===== config.mk =====
export PLATFORM = sky130hd
export DESIGN_NAME = sdtq_deadline
export DESIGN_NICKNAME = d
export VERILOG_FILES = /design/src/sdtq_pkg.sv /design/src/sdtq_deadline.sv
export SDC_FILE = /design/constraint.sdc
export NUM_CORES = 2
export LEC_CHECK = 0
export BUFFER_PORTS_ARGS = -buffer_cell sky130_fd_sc_hd__buf_2
export CORE_ASPECT_RATIO = 2
export CORE_UTILIZATION = 45
export CTS_BUF_LIST = sky130_fd_sc_hd__clkbuf_8 sky130_fd_sc_hd__clkbuf_16
export DETAILED_ROUTE_END_ITERATION = 8
export GPL_TIMING_DRIVEN = 1
export SYNTH_ARGS = -nofsm -noshare
export SYNTH_HDL_FRONTEND = slang
export SYNTH_SLANG_ARGS = --single-unit
export TNS_END_PERCENT = 1

===== constraint.sdc =====
create_clock -name clk_i -period 4 [get_ports clk_i]
set_input_delay 0.4 -clock clk_i [delete_from_list [all_inputs] [get_ports clk_i]]
set_output_delay 0.4 -clock clk_i [all_outputs]
set_load 0.01 [all_outputs]

===== src/sdtq_pkg.sv =====
package sdtq_pkg;

  localparam logic [31:0] FREQ_RESET = 32'd62500000;

  localparam logic OP_INSERT = 1'b0;
  localparam logic OP_POP    = 1'b1;

  localparam logic [1:0] STATUS_DONE  = 2'd0;
  localparam logic [1:0] STATUS_EMPTY = 2'd1;
  localparam logic [1:0] STATUS_FULL  = 2'd2;

  typedef struct packed {
    logic        operation;
    logic [63:0] now_ticks;
    logic [31:0] timeout_seconds;
    logic [31:0] timer_id;
  } in_beat_t;

  typedef struct packed {
    logic [1:0]  status;
    logic [31:0] item_id;
    logic [63:0] item_deadline;
    logic        reprogram;
    logic [63:0] compare_tick;
    logic [4:0]  entry_count;
  } out_beat_t;

  typedef struct packed {
    logic [63:0] deadline;
    logic [31:0] id;
  } entry_t;

  typedef struct packed {
    logic insert;
    logic pop;
  } cell_ctl_t;

  typedef struct packed {
    logic        valid;
    logic        operation;
    logic [31:0] id;
    logic [63:0] deadline;
  } dl_beat_t;

endpackage


===== src/sdtq_deadline.sv =====
module sdtq_deadline (
  input  logic              clk_i,
  input  logic              rst_ni,
  input  logic              valid_i,
  input  sdtq_pkg::in_beat_t beat_i,
  input  logic [31:0]       freq_i,
  output sdtq_pkg::dl_beat_t beat_o
);
  import sdtq_pkg::*;

  logic        s1_valid_q;
  logic        s1_op_q;
  logic [63:0] s1_now_q;
  logic [31:0] s1_id_q;
  logic [63:0] s1_prod_q;

  logic        s2_valid_q;
  logic        s2_op_q;
  logic [31:0] s2_id_q;
  logic [63:0] s2_deadline_q;

  always_ff @(posedge clk_i or negedge rst_ni) begin
    if (!rst_ni) begin
      s1_valid_q <= 1'b0;
      s2_valid_q <= 1'b0;
    end else begin
      s1_valid_q <= valid_i;
      s2_valid_q <= s1_valid_q;
    end
  end

  always_ff @(posedge clk_i) begin
    s1_op_q       <= beat_i.operation;
    s1_now_q      <= beat_i.now_ticks;
    s1_id_q       <= beat_i.timer_id;
    s1_prod_q     <= 64'(freq_i) * 64'(beat_i.timeout_seconds);
    s2_op_q       <= s1_op_q;
    s2_id_q       <= s1_id_q;
    s2_deadline_q <= s1_now_q + s1_prod_q;
  end

  assign beat_o.valid     = s2_valid_q;
  assign beat_o.operation = s2_op_q;
  assign beat_o.id        = s2_id_q;
  assign beat_o.deadline  = s2_deadline_q;

endmodule


; Yosys cells after proc, flatten, opt, wreduce, memory -nomap -nowiden
; Index checks and enable logic that the tools add are counted.
[word_totals]
ff_bits = 260
latchBits = 0
ramBits = 0
rom_bits = 0
in_bits = 164
word_cells = 11
mem_count = 0
[classes]
add_sub_neg = 1
multipliers = 1
div_mod_pow = 0
magnitude_cmp = 0
n_eq_ne = 0
n_shift = 0
muxes = 0
bitwise_logic = 0
n_reduce_logical = 0
[op_table]
columns = op, count
row1 = $add A64 B64 Y64, 1
row2 = $mul A32 B32 Y64, 1

; Longest topological paths before layout
[depth]
ltp_word = 1
mapped_depth = 29
mapped_depth_nobuf = 27

; Worst setup path after synthesis
; Ideal clock, no wire load.
[synth_timing]
kind = input -> register
start = in beat_i[34] (netlist bit)
end = reg s1_prod_q[62]
setup_time_ns = 0.119
arrival_time_ns = 6.968
required_time_ns = 3.881
slack_ns = -3.087
stages = 25
n_path_buf = 2
cell_sequence = clkbuf_1 > and2_1 > fa_1 > inv_1 > fa_1 > fa_1 > fa_1 > inv_1 > fa_1 > inv_1 > fa_1 > inv_1 > fa_1 > fa_1 > ha_1 > buf_6 > a21o_1 > a221oi_2 > o21ai_0 > nor4b_4 > a211oi_4 > a41oi_4 > a41o_1 > o2111a_1 > o221a_1
[synth_between]
elab_chain_cells = 1
[synth_lines]
columns = item, line
row1 = "start, declared", sdtq_deadline.sv:5  ; input sdtq_pkg::in_beat_t beat_i,
row2 = $mul A32 B32 Y64, sdtq_deadline.sv:36  ; s1_prod_q <= 64'(freq_i) * 64'(beat_i.timeout_seconds);
row3 = "end signal, assigned", sdtq_deadline.sv:36
row4 = "end, declared", sdtq_deadline.sv:15  ; logic [63:0] s1_prod_q;
; No other way between the ends.

; Worst setup path in the final report
[layout_timing]
start = in freq_i[8]
end = reg s1_prod_q[62]
[layout_between]
elab_chain_cells = 1
[layout_lines]
columns = item, line
row1 = "start, declared", sdtq_deadline.sv:6  ; input logic [31:0] freq_i,
row2 = $mul A32 B32 Y64, sdtq_deadline.sv:36
; No other way between the ends.

==> out/metrics.cfg <==
[setup_path]
crit_required_ps=4430
critPathBufInv=7
start_kind=primary input
arrival_ps=7510
cpPeakStageDelay_ps=700
rrSetupSlack_ps=370
worstRegToRegCells=13
crit_cells=25
r2r_end=s2_deadline_q[62]
reg2reg_from=s1_prod_q[0]
crit_fanout=4
cp-end-kind=register
critPathTopFamily=adder cells
crit_start=freq_i[8]
slowest_stage=fa_2
crit_type=in -> reg
cp-endpoint=s1_prod_q[62]

[route]
first_pass_iters=5
drt_iter0_markers=1550
wire_per_inst_microns=22.5
via_per_inst=5.29
ant_nets=0
vias=33900
drc=0
wl_microns=144000

[place]
dp_hpwl_microns=120000
post-place-ws_ps=-3870
routabilityCongestion=0.955
portBuffers=261

[die]
fp.dieH_microns=437
core_sq_mm=0.0937
die-area_sq_mm=0.0957
fp-row-count=159
start_util_pct=45.4
ioPinCount=262
dieWidth_microns=219

[sta]
period_minus_slack_ps=7080
hold_violations=0
clock.fmax_ghz=0.141
finalSetupViolations=56
rsz0062_at_grt=yes
worstMarginPinSlew_ps=709
finClkSkew_ps=32.0
fin_ws_ps=-3080
fin_crit_sh_pct=177
max_slew_margin_pct=52.4
drv_slew=0

[clocking]
cts_sinks=260
cts_buffer_depth=3
clk_root_buffer_cell=clkbuf_16
cts_made_buffers=27
cts_tree=built
clk_latency_ps=570
htreeDepth=1
path_clk_slew_ps=60

[yosys]
synth_edf_count=0
yosysWarnings=0
syn_inst=4525
ys_types=80
yosysTopAreaCellShare_pct=42.3
synth_seq_cells=260
synth_most_common_cell=inv_1
synth_common_cells=inv_1 (921), fa_1 (897), and2_1 (628)
synth_top_cell_by_area=fa_1
ys_seq_area_share_pct=12.3
ys.flop_type=dfxtp_1
synth_area_sq_mm=0.0425
synthArstFlopShare_pct=0.769
synth.area.top_cells=fa_1 (42%), dfxtp_1 (12%), ha_1 (9.6%)
syn-num-nets=5912
syn_avg_cell_area_sq_um=9.39

[global_route]
antenna_found_initial=9
grt_pass1_vias=38000
grt_pass1_wl_microns=215000
grt_max_degree=23
grt-ovfl-total=0
grt.total_usage_pct=30.9

[cells_and_area]
drive_gt1_share_pct=19.6
final_nets=6566
syn_to_final_growth_pct=21.8
utilization_pct=55.2

[status]
violations=setup timing
status=finished, violations left

[flow_run]
cap_viol_max_count=0

[min_path]
hold_class=in -> async

routing by layer:
| layer | wire (microns) | vias up | GRT usage (%) |
|---|---|---|---|
| met3 | 8030 | 642 | 4.79 |
| met2 | 76600 | 1294 | 56.7 |
| met1 | 42100 | 17100 | 27.9 |
| met4 | 17700 | 2 | 30.3 |
| li1 | - | 14900 | - |
| met5 | 13 | - | 0 |
layout by cell type, fill, tap and decap left out, types with 7 or more instances in the layout:
cell	count
inv_1	902
fa_1	855
and2_1	612
nand2_1	487
buf_4	472
ha_1	304
dfxtp_1	258
buf_2	210
a21oi_1	103
dlygate4sd3_1	99
a21o_1	83
nor2_1	67
xnor2_1	65
xor2_1	46
fa_2	42
nand4_1	37
buf_6	34
buf_12	32
o21ai_0	29
o21ai_1	28
clkbuf_16	27
a21oi_2	26
nand3_1	24
o21bai_1	24
inv_2	21
ha_4	18
and2_4	16
o21a_1	15
a31oi_1	14
and3_1	14
nor3_1	12
o211ai_1	11
buf_8	11
a211oi_1	9
o21ai_2	9
and4_1	9
a211o_1	7
worst reg2reg max path: stages (launching register included):
cell and delay (ps):
dfxtp_1 320, ha_1 190, inv_1 60, fa_1 400, nand2b_1 200, a21oi_2 230, o2111ai_1 320, a2111oi_0 650
buf_4 210, o21ai_2 130, o21ba_2 290, o211ai_2 210, a221oi_1 120, xnor2_1 150
per-stage QoR:
stage,cell area [sq um],hold WS [ps],cells,setup TNS [ps]
after floorplan,42600,104,4525,-126300
after global placement,48300,185,6228,-175030
after detailed placement,48300,188,6228,-176750
after CTS,51400,119,6398,-126280
after global routing,51700,144,6404,-136560
final,51700,144,6410,-130340
registers in the layout, summed over array words and instances (netlist names):
register	flops
s1_now_q	64
s2_op_q	1
s2_valid_q	1
s1_valid_q	1
s2_id_q	32
s1_prod_q	64
s2_deadline_q	64
s1_op_q	1
s1_id_q	32
cells by family (layout without fill, tap and decap cells):
family	Yosys count	count (layout)	synth area share, %
AOI/OAI and AO/OA	428	428	6.78
xor gates and xnor gates	118	118	2.43
adders and majority gates	1223	1223	51.9
buffers and inverters	1161	1833	10.3
DFF	260	260	12.3
muxes	3	3	0.0736
other	0	6	0
and+or+nand+nor	1332	1332	16.3
worst min path at each step:
stage	cells after the start	start	to	slack, ps
3_3_place_gp	1	rst_ni	s1_valid_q	190
4_1_cts	2	rst_ni	s1_valid_q	120
2_1_floorplan	0	rst_ni	s1_valid_q	100
5_1_grt	2	rst_ni	s2_valid_q	140
6_report	2	rst_ni	s2_valid_q	140
3_5_place_dp	1	rst_ni	s2_valid_q	190
what timing repair did:
action | in CTS | in global routing
endpoints found under the setup margin | 57 | 57
cloned | 3 | 0
resized for setup | 230 | 87
pin swaps | 87 | 50
endpoints found under the hold margin | 100 | 0
hold buffers | 99 | 0
setup buffers | 21 | 6
final cells by class:
type	instances	area, sq um
antenna	6	15.0
clock buffer	30	717
clock inverter	17	199
fill	8509	42000
inverter	922	3470
multi-input combinational	3104	33700
sequential	260	5220
tap	1207	1510
timing repair buffer	864	6890
Power is left out: the tool's default activity adds up to more than one toggle a clock period on the data nets, which glitch-free logic cannot reach.
