### src/sdtq_pkg.sv
package sdtq_pkg;

  localparam logic [31:0] FREQ_RESET = 32'd62500000;

  localparam logic OP_INSERT = 1'b0;
  localparam logic OP_POP    = 1'b1;

  localparam logic [1:0] STATUS_DONE  = 2'd0;
  localparam logic [1:0] STATUS_EMPTY = 2'd1;
  localparam logic [1:0] STATUS_FULL  = 2'd2;

  typedef struct packed {
    logic        operation;
    logic [63:0] now_ticks;
    logic [31:0] timeout_seconds;
    logic [31:0] timer_id;
  } in_beat_t;

  typedef struct packed {
    logic [1:0]  status;
    logic [31:0] item_id;
    logic [63:0] item_deadline;
    logic        reprogram;
    logic [63:0] compare_tick;
    logic [4:0]  entry_count;
  } out_beat_t;

  typedef struct packed {
    logic [63:0] deadline;
    logic [31:0] id;
  } entry_t;

  typedef struct packed {
    logic insert;
    logic pop;
  } cell_ctl_t;

  typedef struct packed {
    logic        valid;
    logic        operation;
    logic [31:0] id;
    logic [63:0] deadline;
  } dl_beat_t;

endpackage

### src/sdtq_cell.sv
module sdtq_cell (
  input  logic               clk_i,
  input  sdtq_pkg::cell_ctl_t ctl_i,
  input  sdtq_pkg::entry_t    new_i,
  input  logic               occupied_i,
  input  logic               left_keep_i,
  input  sdtq_pkg::entry_t    left_i,
  input  sdtq_pkg::entry_t    right_i,
  output logic               keep_o,
  output sdtq_pkg::entry_t    entry_o
);
  import sdtq_pkg::*;

  entry_t entry_d, entry_q;

  assign keep_o  = occupied_i && (entry_q.deadline <= new_i.deadline);
  assign entry_o = entry_q;

  always_comb begin
    entry_d = entry_q;
    if (ctl_i.insert) begin
      if (!keep_o) begin
        entry_d = left_keep_i ? new_i : left_i;
      end
    end else if (ctl_i.pop) begin
      entry_d = right_i;
    end
  end

  always_ff @(posedge clk_i) begin
    entry_q <= entry_d;
  end

endmodule

### config.mk
export PLATFORM = sky130hd
export DESIGN_NAME = sdtq_cell
export DESIGN_NICKNAME = d
export VERILOG_FILES = /design/src/sdtq_pkg.sv /design/src/sdtq_cell.sv
export SDC_FILE = /design/constraint.sdc
export NUM_CORES = 1
export LEC_CHECK = 0
export ABC_AREA = 0
export ABC_CLOCK_PERIOD_IN_PS = 6350
export BUFFER_PORTS_ARGS = -buffer_cell sky130_fd_sc_hd__buf_2
export CAP_MARGIN = 20
export CORE_AREA = 3 3 149 151
export DETAILED_ROUTE_END_ITERATION = 8
export DIE_AREA = 0 0 152 154
export PLACE_DENSITY = 0.67
export SLEW_MARGIN = 20
export SYNTH_ARGS = -nofsm -noshare
export SYNTH_HDL_FRONTEND = slang
export SYNTH_SLANG_ARGS = --single-unit
### constraint.sdc
create_clock -name clk_i -period 6.35 [get_ports clk_i]
set_input_delay 0.9525 -clock clk_i [delete_from_list [all_inputs] [get_ports clk_i]]
set_output_delay 0.9525 -clock clk_i [all_outputs]
set_load 0.01 [all_outputs]
Yosys cells after proc, flatten, opt, wreduce, memory -nomap -nowiden
Index checks and enable logic that the tools add are counted.
Cells by class
  order comparisons: 1
  muxes and demuxes: 4
  reductions and logical operators: 3
  eq/ne operators: 1
Operators by type and width (number)
  96-bit 2-to-1 mux: 4
  64-bit <= comparator: 1
  2-bit != test (second input constant): 1
  2-bit AND reduction: 1
  2-bit nonzero test: 1
  1-bit logical AND: 1
Storage, ports and cells
  register bits after elaboration: 96
  logic and storage cells: 11
  input port bits: 293

Depth between registers and ports, before layout
Gate-level depths: netlist (run 1).
  word-level depth: 4
  depth in mapped cells: 9
  depth with buffers taken out: 9

Least setup slack after synthesis (run 1)
Ideal clock, no wire load.
  kind: input port to flip-flop
  start: input new_i[74] (netlist bit)
  end: register entry_q (netlist bit entry_o[0]) (enable)
  setup time: 0.464 ns
  buffers on the path: 0
  data arrival time: 4.458 ns
  stages on the path: 9
  path slack: 1.428 ns
  path through: inv_1 -> ha_1 -> nand4_1 -> nor4_1 -> nand2_1 -> nor3b_1 -> a211oi_1 -> nand3_1 -> a31o_1
On the way
  longest elaborated chain between the ends: 4
RTL lines
  start, declared: RTL line sdtq_cell.sv:4  | input sdtq_pkg::entry_t new_i,
  64-bit <= comparator: RTL line sdtq_cell.sv:16  | assign keep_o = occupied_i && (entry_q.deadline <= new_i.deadline);
  1-bit logical AND: RTL line sdtq_cell.sv:16
  2-bit != test (no line)
  2-bit AND reduction (no line)
  end signal, assigned: RTL line sdtq_cell.sv:31  | entry_q <= entry_d;
  end, declared: RTL line sdtq_cell.sv:14  | entry_t entry_d, entry_q;
No other way between the ends.
A chain may end at the register's enable or synchronous reset.

Worst setup path after layout (run 1)
  start: input new_i[93] (netlist bit)
  end: register entry_q (netlist bit entry_o[87]) (enable)
Same word-level chain as after synthesis.

==> flow_metrics.tcl, run 1 <==
set metrics [dict create \
    status "complete, no violations" \
    synthDistinctLibCells 30 \
    cap_violations 0 \
    synth_top_area_frac 0.445 \
    leakage_nw 4.55 \
    min_period_ns 4.21 \
    synthesis.area_um2 6470 \
    core_um2 21000 \
    dr_total_vias 6187 \
    synth_warnings 0 \
    cts_root_buffer "clkbuf_16" \
    synth_area_leaders "edfxtp_1 45%, mux2i_1 15%, ha_1 12%" \
    dieArea_um2 23400 \
    r2r_end "entry_o[87]" \
    area_growth_pct 38.4 \
    synthFlopType "edfxtp_1" \
    hold_buffers 0 \
    place_ws_ns 1.73 \
    r2r_slack_ns 2.42 \
    power_frac_seq 0.447 \
    relSlewSlack 0.449 \
    first_pass_iters 4 \
    synth-seq-area-share 0.445 \
    htreeDepth 3 \
    cp-end-kind "flop" \
    io_pins 390 \
    critPathRequiredTime_ns 6.33 \
    worst_pin_slew_ns 0.827 \
    place_congestion 0.938 \
    ctsResizeCount 0 \
    initial_core_util 0.309 \
    worst_setup_path_start_kind "input port" \
    die_width_um 152 \
    hold_end "entry_o[8]" \
    syn_nets 1008 \
    cts_sinks 96 \
    antenna_found_initial 2 \
    synth_edf_count 96 \
    cts_tree "done" \
    grt_pass1_wl_mm 32.7 \
    routed_wirelength_mm 22.1 \
    cts_setup_buffers 0 \
    max-vdd-ir-drop_v 0.000125 \
    async_flop_share 0 \
    diodes 0 \
    via_per_inst 4.75 \
    cts.clk_slew.worst_paths_ns 0.07 \
    hold_start "right_i[8]" \
    rows 53 \
    cellInternalPower_mw 1.29 \
    hpwl_mm 18.3 \
    drive_above_1_share 0.397 \
    setup_slack_ns 2.15 \
    final_antenna_net_count 0 \
    rr_startpoint "entry_o[94]" \
    p_per_area_nw_per_um2 207 \
    yosysMostFrequentCell "a21oi_1" \
    drtIter0Drc 306 \
    report.final.hold_viol_count 0 \
    largest_reg_flops 96 \
    final_nets 1379 \
    grt_use_total 0.176 \
    path_class "input port to flop" \
    clk_latency_ns 0.35 \
    die_h_um 154 \
    tns_ns 0 \
    syn-instance-count 651 \
    holdPathStages 3 \
    grt_max_degree 74 \
    port_buffers 389 \
    grt_setup_unrepaired "no" \
    clock_skew_ns 0.0168 \
    syn_avg_cell_area_um2 9.94 \
    grt.overflow.total 0 \
    wl_per_cell_um 16.9 \
    fmax_mhz 238 \
    fill_cells 2103 \
    slew_viol_final 0 \
    p_sw_uw 565 \
    combPwrFrac 0.274 \
    finalSetupViolCount 0 \
    ys_seq_elements 96 \
    r2r_cells 9 \
    drc 0 \
    critPathArrivalTime_ns 4.18 \
    synth.largest_area_cell "edfxtp_1" \
    grt_pass1_vias 6017 \
    final.period_utilization 0.662 \
    synth_common_cells "122 x a21oi_1, 97 x mux2i_1, 96 x edfxtp_1, 96 x nor2_1, 67 x inv_1" \
    cts_buffer_depth 2 \
    p_clk_frac 0.278 \
    cts_made_buffers 9 \
    p_sw_frac 0.305 \
    hold_path.class "input port to flop" \
    cp_max_fo 59 \
]
[layer usage]
layer	global-route usage	vias up	share of wire
met4	0.0398	2	0.0098
met5	0	-	0.00032
met2	0.322	256	0.51
li1	-	3095	-
met3	0.0448	17	0.067
met1	0.208	2817	0.41
[worst max-delay path by stage]
stage                     startpoint     endpoint  cells after the start
after detailed placement   new_i[93]  entry_o[85]                     11
after global routing       new_i[93]  entry_o[86]                     11
final                      new_i[93]  entry_o[87]                     11
after CTS                  new_i[46]       keep_o                     11
after floorplan            new_i[74]   entry_o[0]                      9
after global placement     new_i[46]  entry_o[94]                     11
[per-stage QoR]
| step | utilization | cells | hold WS (ns) | area, µm² | power, mW |
|---|---|---|---|---|---|
| after floorplan | - | 651 | 1.18 | 6470 | 1.11 |
| after global placement | 0.414 | 1286 | 1.27 | 8680 | 1.35 |
| after detailed placement | 0.414 | 1286 | 1.28 | 8680 | 1.36 |
| after CTS | 0.427 | 1302 | 0.904 | 8950 | 1.88 |
| after global routing | 0.427 | 1302 | 0.918 | 8950 | 1.96 |
| final | 0.427 | 1302 | 0.927 | 8950 | 1.85 |
[cells by family after synthesis]
family                   share of synthesized area
AO/OA/AOI/OAI                                0.122
adder cells (fa/ha/maj)                      0.124
buffers and inverters                       0.0592
multiplexers                                 0.150
AND/OR/NAND/NOR                             0.0998
flip-flops                                   0.445
[area by class of cell]
cell class	instances	area, µm²	share of cell area
Sequential cell	96	2880	0.322
Timing Repair Buffer	393	1990	0.222
Tap cell	275	344	0.0384
Multi-Input combinational cell	455	3210	0.359
Clock buffer	10	229	0.0256
Inverter	67	251	0.0281
Clock inverter	6	43.8	0.00489
[power by group through the flow]
stage / Sequential, mW / Combinational [mW] / Clock (mW)
2_1_floorplan: 0.876 / 0.231 / 0
3_3_place_gp: 0.839 / 0.508 / 0
3_5_place_dp: 0.841 / 0.515 / 0
4_1_cts: 0.829 / 0.517 / 0.536
5_1_grt: 0.837 / 0.568 / 0.558
6_report: 0.828 / 0.507 / 0.515
[cells in the final DEF, fill, tap and decap left out, types with 3 or more instances in the layout]
cell and instances:
inv_1 67, nand2_1 10, nand3_1 10, nand4_1 16, nor4_1 5, ha_1 64, edfxtp_1 96, o21ai_0 6
a21o_1 5, mux2i_1 97, a21oi_1 122, buf_2 387, nor2_1 96, clkbuf_16 9, a21boi_0 3, buf_4 4
[worst max-delay path, stage by stage]
cell and delay [ns]:
buf_2 0.10, inv_1 0.05, ha_1 0.29, nand4_1 0.18, nor4_1 0.66, nand2_1 0.15
nor3b_1 0.24, a211oi_1 0.10, nand3_1 0.11, a31o_4 0.70, buf_4 0.57
Power figures use the tool's default switching activity.
==> run 2, diff against run 1 <==
- ABC_CLOCK_PERIOD_IN_PS: 6350 -> 4310
- clock period: 6.35 -> 4.31 ns (I/O delays scaled with it)
==> run 2 against run 1 <==
  * Routed wire length up 1.5%
  * Largest cell class unchanged
  * Worst setup slack got worse by 1.7 ns
  * Sequential power grew 47%
  * Critical path depth is the same
  * Highest routed layer is now met4
  * Utilization is 0.37 points higher
  * Critical endpoint is now keep_o
  * Clock skew fell by 0.0051 ns
==> flow_metrics.tcl, run 2 (same netlist as run 1, synthesis figures left out) <==
set metrics [dict create \
    die_h_um 154 \
    hold_start "right_i[27]" \
    setup_slack_ns 0.451 \
    grt_setup_unrepaired "no" \
    routed_wirelength_mm 22.4 \
    cts_setup_buffers 0 \
    worst_pin_slew_ns 0.616 \
    final.period_utilization 0.895 \
    clock_skew_ns 0.0117 \
    max-vdd-ir-drop_v 0.000157 \
    rows 53 \
    core_um2 21000 \
    initial_core_util 0.309 \
    r2r_cells 9 \
    antenna_found_initial 4 \
    cts_tree "done" \
    drive_above_1_share 0.397 \
    grt_max_degree 79 \
    tns_ns 0 \
    io_pins 390 \
    grt.overflow.total 0 \
    die_width_um 152 \
    critPathRequiredTime_ns 3.66 \
    slew_viol_final 0 \
    crit_end "keep_o" \
    via_per_inst 4.74 \
    critPathArrivalTime_ns 3.21 \
    worst_setup_path_start_kind "input port" \
    cts_sinks 96 \
    p_per_area_nw_per_um2 309 \
    cts_buffer_depth 2 \
    hpwl_mm 18.4 \
    min_period_ns 3.86 \
    r2r_slack_ns 1.16 \
    place_ws_ns 0.359 \
    cp-end-kind "output port" \
    hold_path.class "input port to flop" \
    grt_use_total 0.182 \
    whs_ns 0.622 \
    startpoint "new_i[46]" \
    relSlewSlack 0.590 \
    mostFrequentLayoutCells "387 x buf_2, 122 x a21oi_1, 97 x mux2i_1" \
    grt_pass1_wl_mm 34.0 \
    postLayoutCoreUtil 0.431 \
    drtIter0Drc 251 \
    final_nets 1381 \
    cap_violations 0 \
    cp_max_fo 3 \
    dr_total_vias 6195 \
    path_class "input port to output port" \
    cts_made_buffers 9 \
    layout_commonest_cell "buf_2" \
    clk_latency_ns 0.34 \
    design_area_um2 9030 \
    cts_root_buffer "clkbuf_16" \
    cts.clk_slew.worst_paths_ns 0.07 \
    hold_buffers 0 \
    finalSetupViolCount 0 \
    wl_per_cell_um 17.1 \
    status "complete, no violations" \
    area_growth_pct 39.6 \
    ctsResizeCount 0 \
    first_pass_iters 4 \
    final_antenna_net_count 0 \
    dieArea_um2 23400 \
    placed_area_um2 8730 \
    r2r_end "entry_o[38]" \
    grt_pass1_vias 6179 \
    htreeDepth 3 \
    report.final.hold_viol_count 0 \
    fmax_mhz 259 \
    leakage_nw 4.57 \
    largest_reg_flops 96 \
    rr_startpoint "entry_o[46]" \
    place_congestion 0.932 \
    drc 0 \
    port_buffers 389 \
]
-- run 2: cell types whose count changed in the layout (fill, tap and decap cells not counted), sizes merged --
cell and delta:
bufinv +1, clkbuf +1, inv -2, buf +2, clkinv -2, clkinvlp +2
diode +3
-- run 2: area by class of cell --
type                    instances  area [µm²]
fillers                      2108       11900
multi-input cells             455        3210
flip-flops and latches         96        2880
repair buffers                395        2040
well taps                     275         344
inverters                      67         251
clock buffers                  11         233
clock inverters                 5        57.6
diodes                          3        7.51
-- run 2: per-layer routing --
metal	routed length (µm)	track usage
met5	0	0
met4	250	0.0355
met3	1690	0.0540
met2	11200	0.319
met1	9220	0.223
-- run 2: stage by stage --
stage / power [mW] / cells
3_3_place_gp: 2.00 / 1288
5_1_grt: 2.95 / 1305
6_report: 2.79 / 1307
4_1_cts: 2.84 / 1304
3_5_place_dp: 2.01 / 1288
2_1_floorplan: 1.63 / 651
-- run 2: worst min path at each step --
| stage | endpoint | slack [ns] | cells after the start |
|---|---|---|---|
| final | entry_o[27] | 0.62 | 3 |
| after global routing | entry_o[34] | 0.62 | 3 |
| after CTS | entry_o[58] | 0.60 | 3 |
| after detailed placement | entry_o[65] | 0.97 | 3 |
| after global placement | entry_o[60] | 0.96 | 3 |
| after floorplan | entry_o[0] | 0.87 | 2 |
-- run 2: where the power goes --
| part | internal (mW) | total, mW | switching (mW) | leakage (nW) |
|---|---|---|---|---|
| clock | 0.450 | 0.810 | 0.360 | 0.133 |
| sequential | 1.17 | 1.22 | 0.0505 | 0.938 |
| combinational | 0.339 | 0.759 | 0.420 | 3.50 |
| total | 1.96 | 2.79 | 0.830 | 4.57 |
-- run 2: critical path, cell delays in order --
cell,delay (ns)
buf_2,0.09
inv_1,0.07
ha_1,0.33
nand4_1,0.17
or3_1,0.27
a21oi_1,0.09
or4b_1,0.55
a211oi_1,0.24
nand3_1,0.14
a21boi_0,0.40
buf_2,0.23
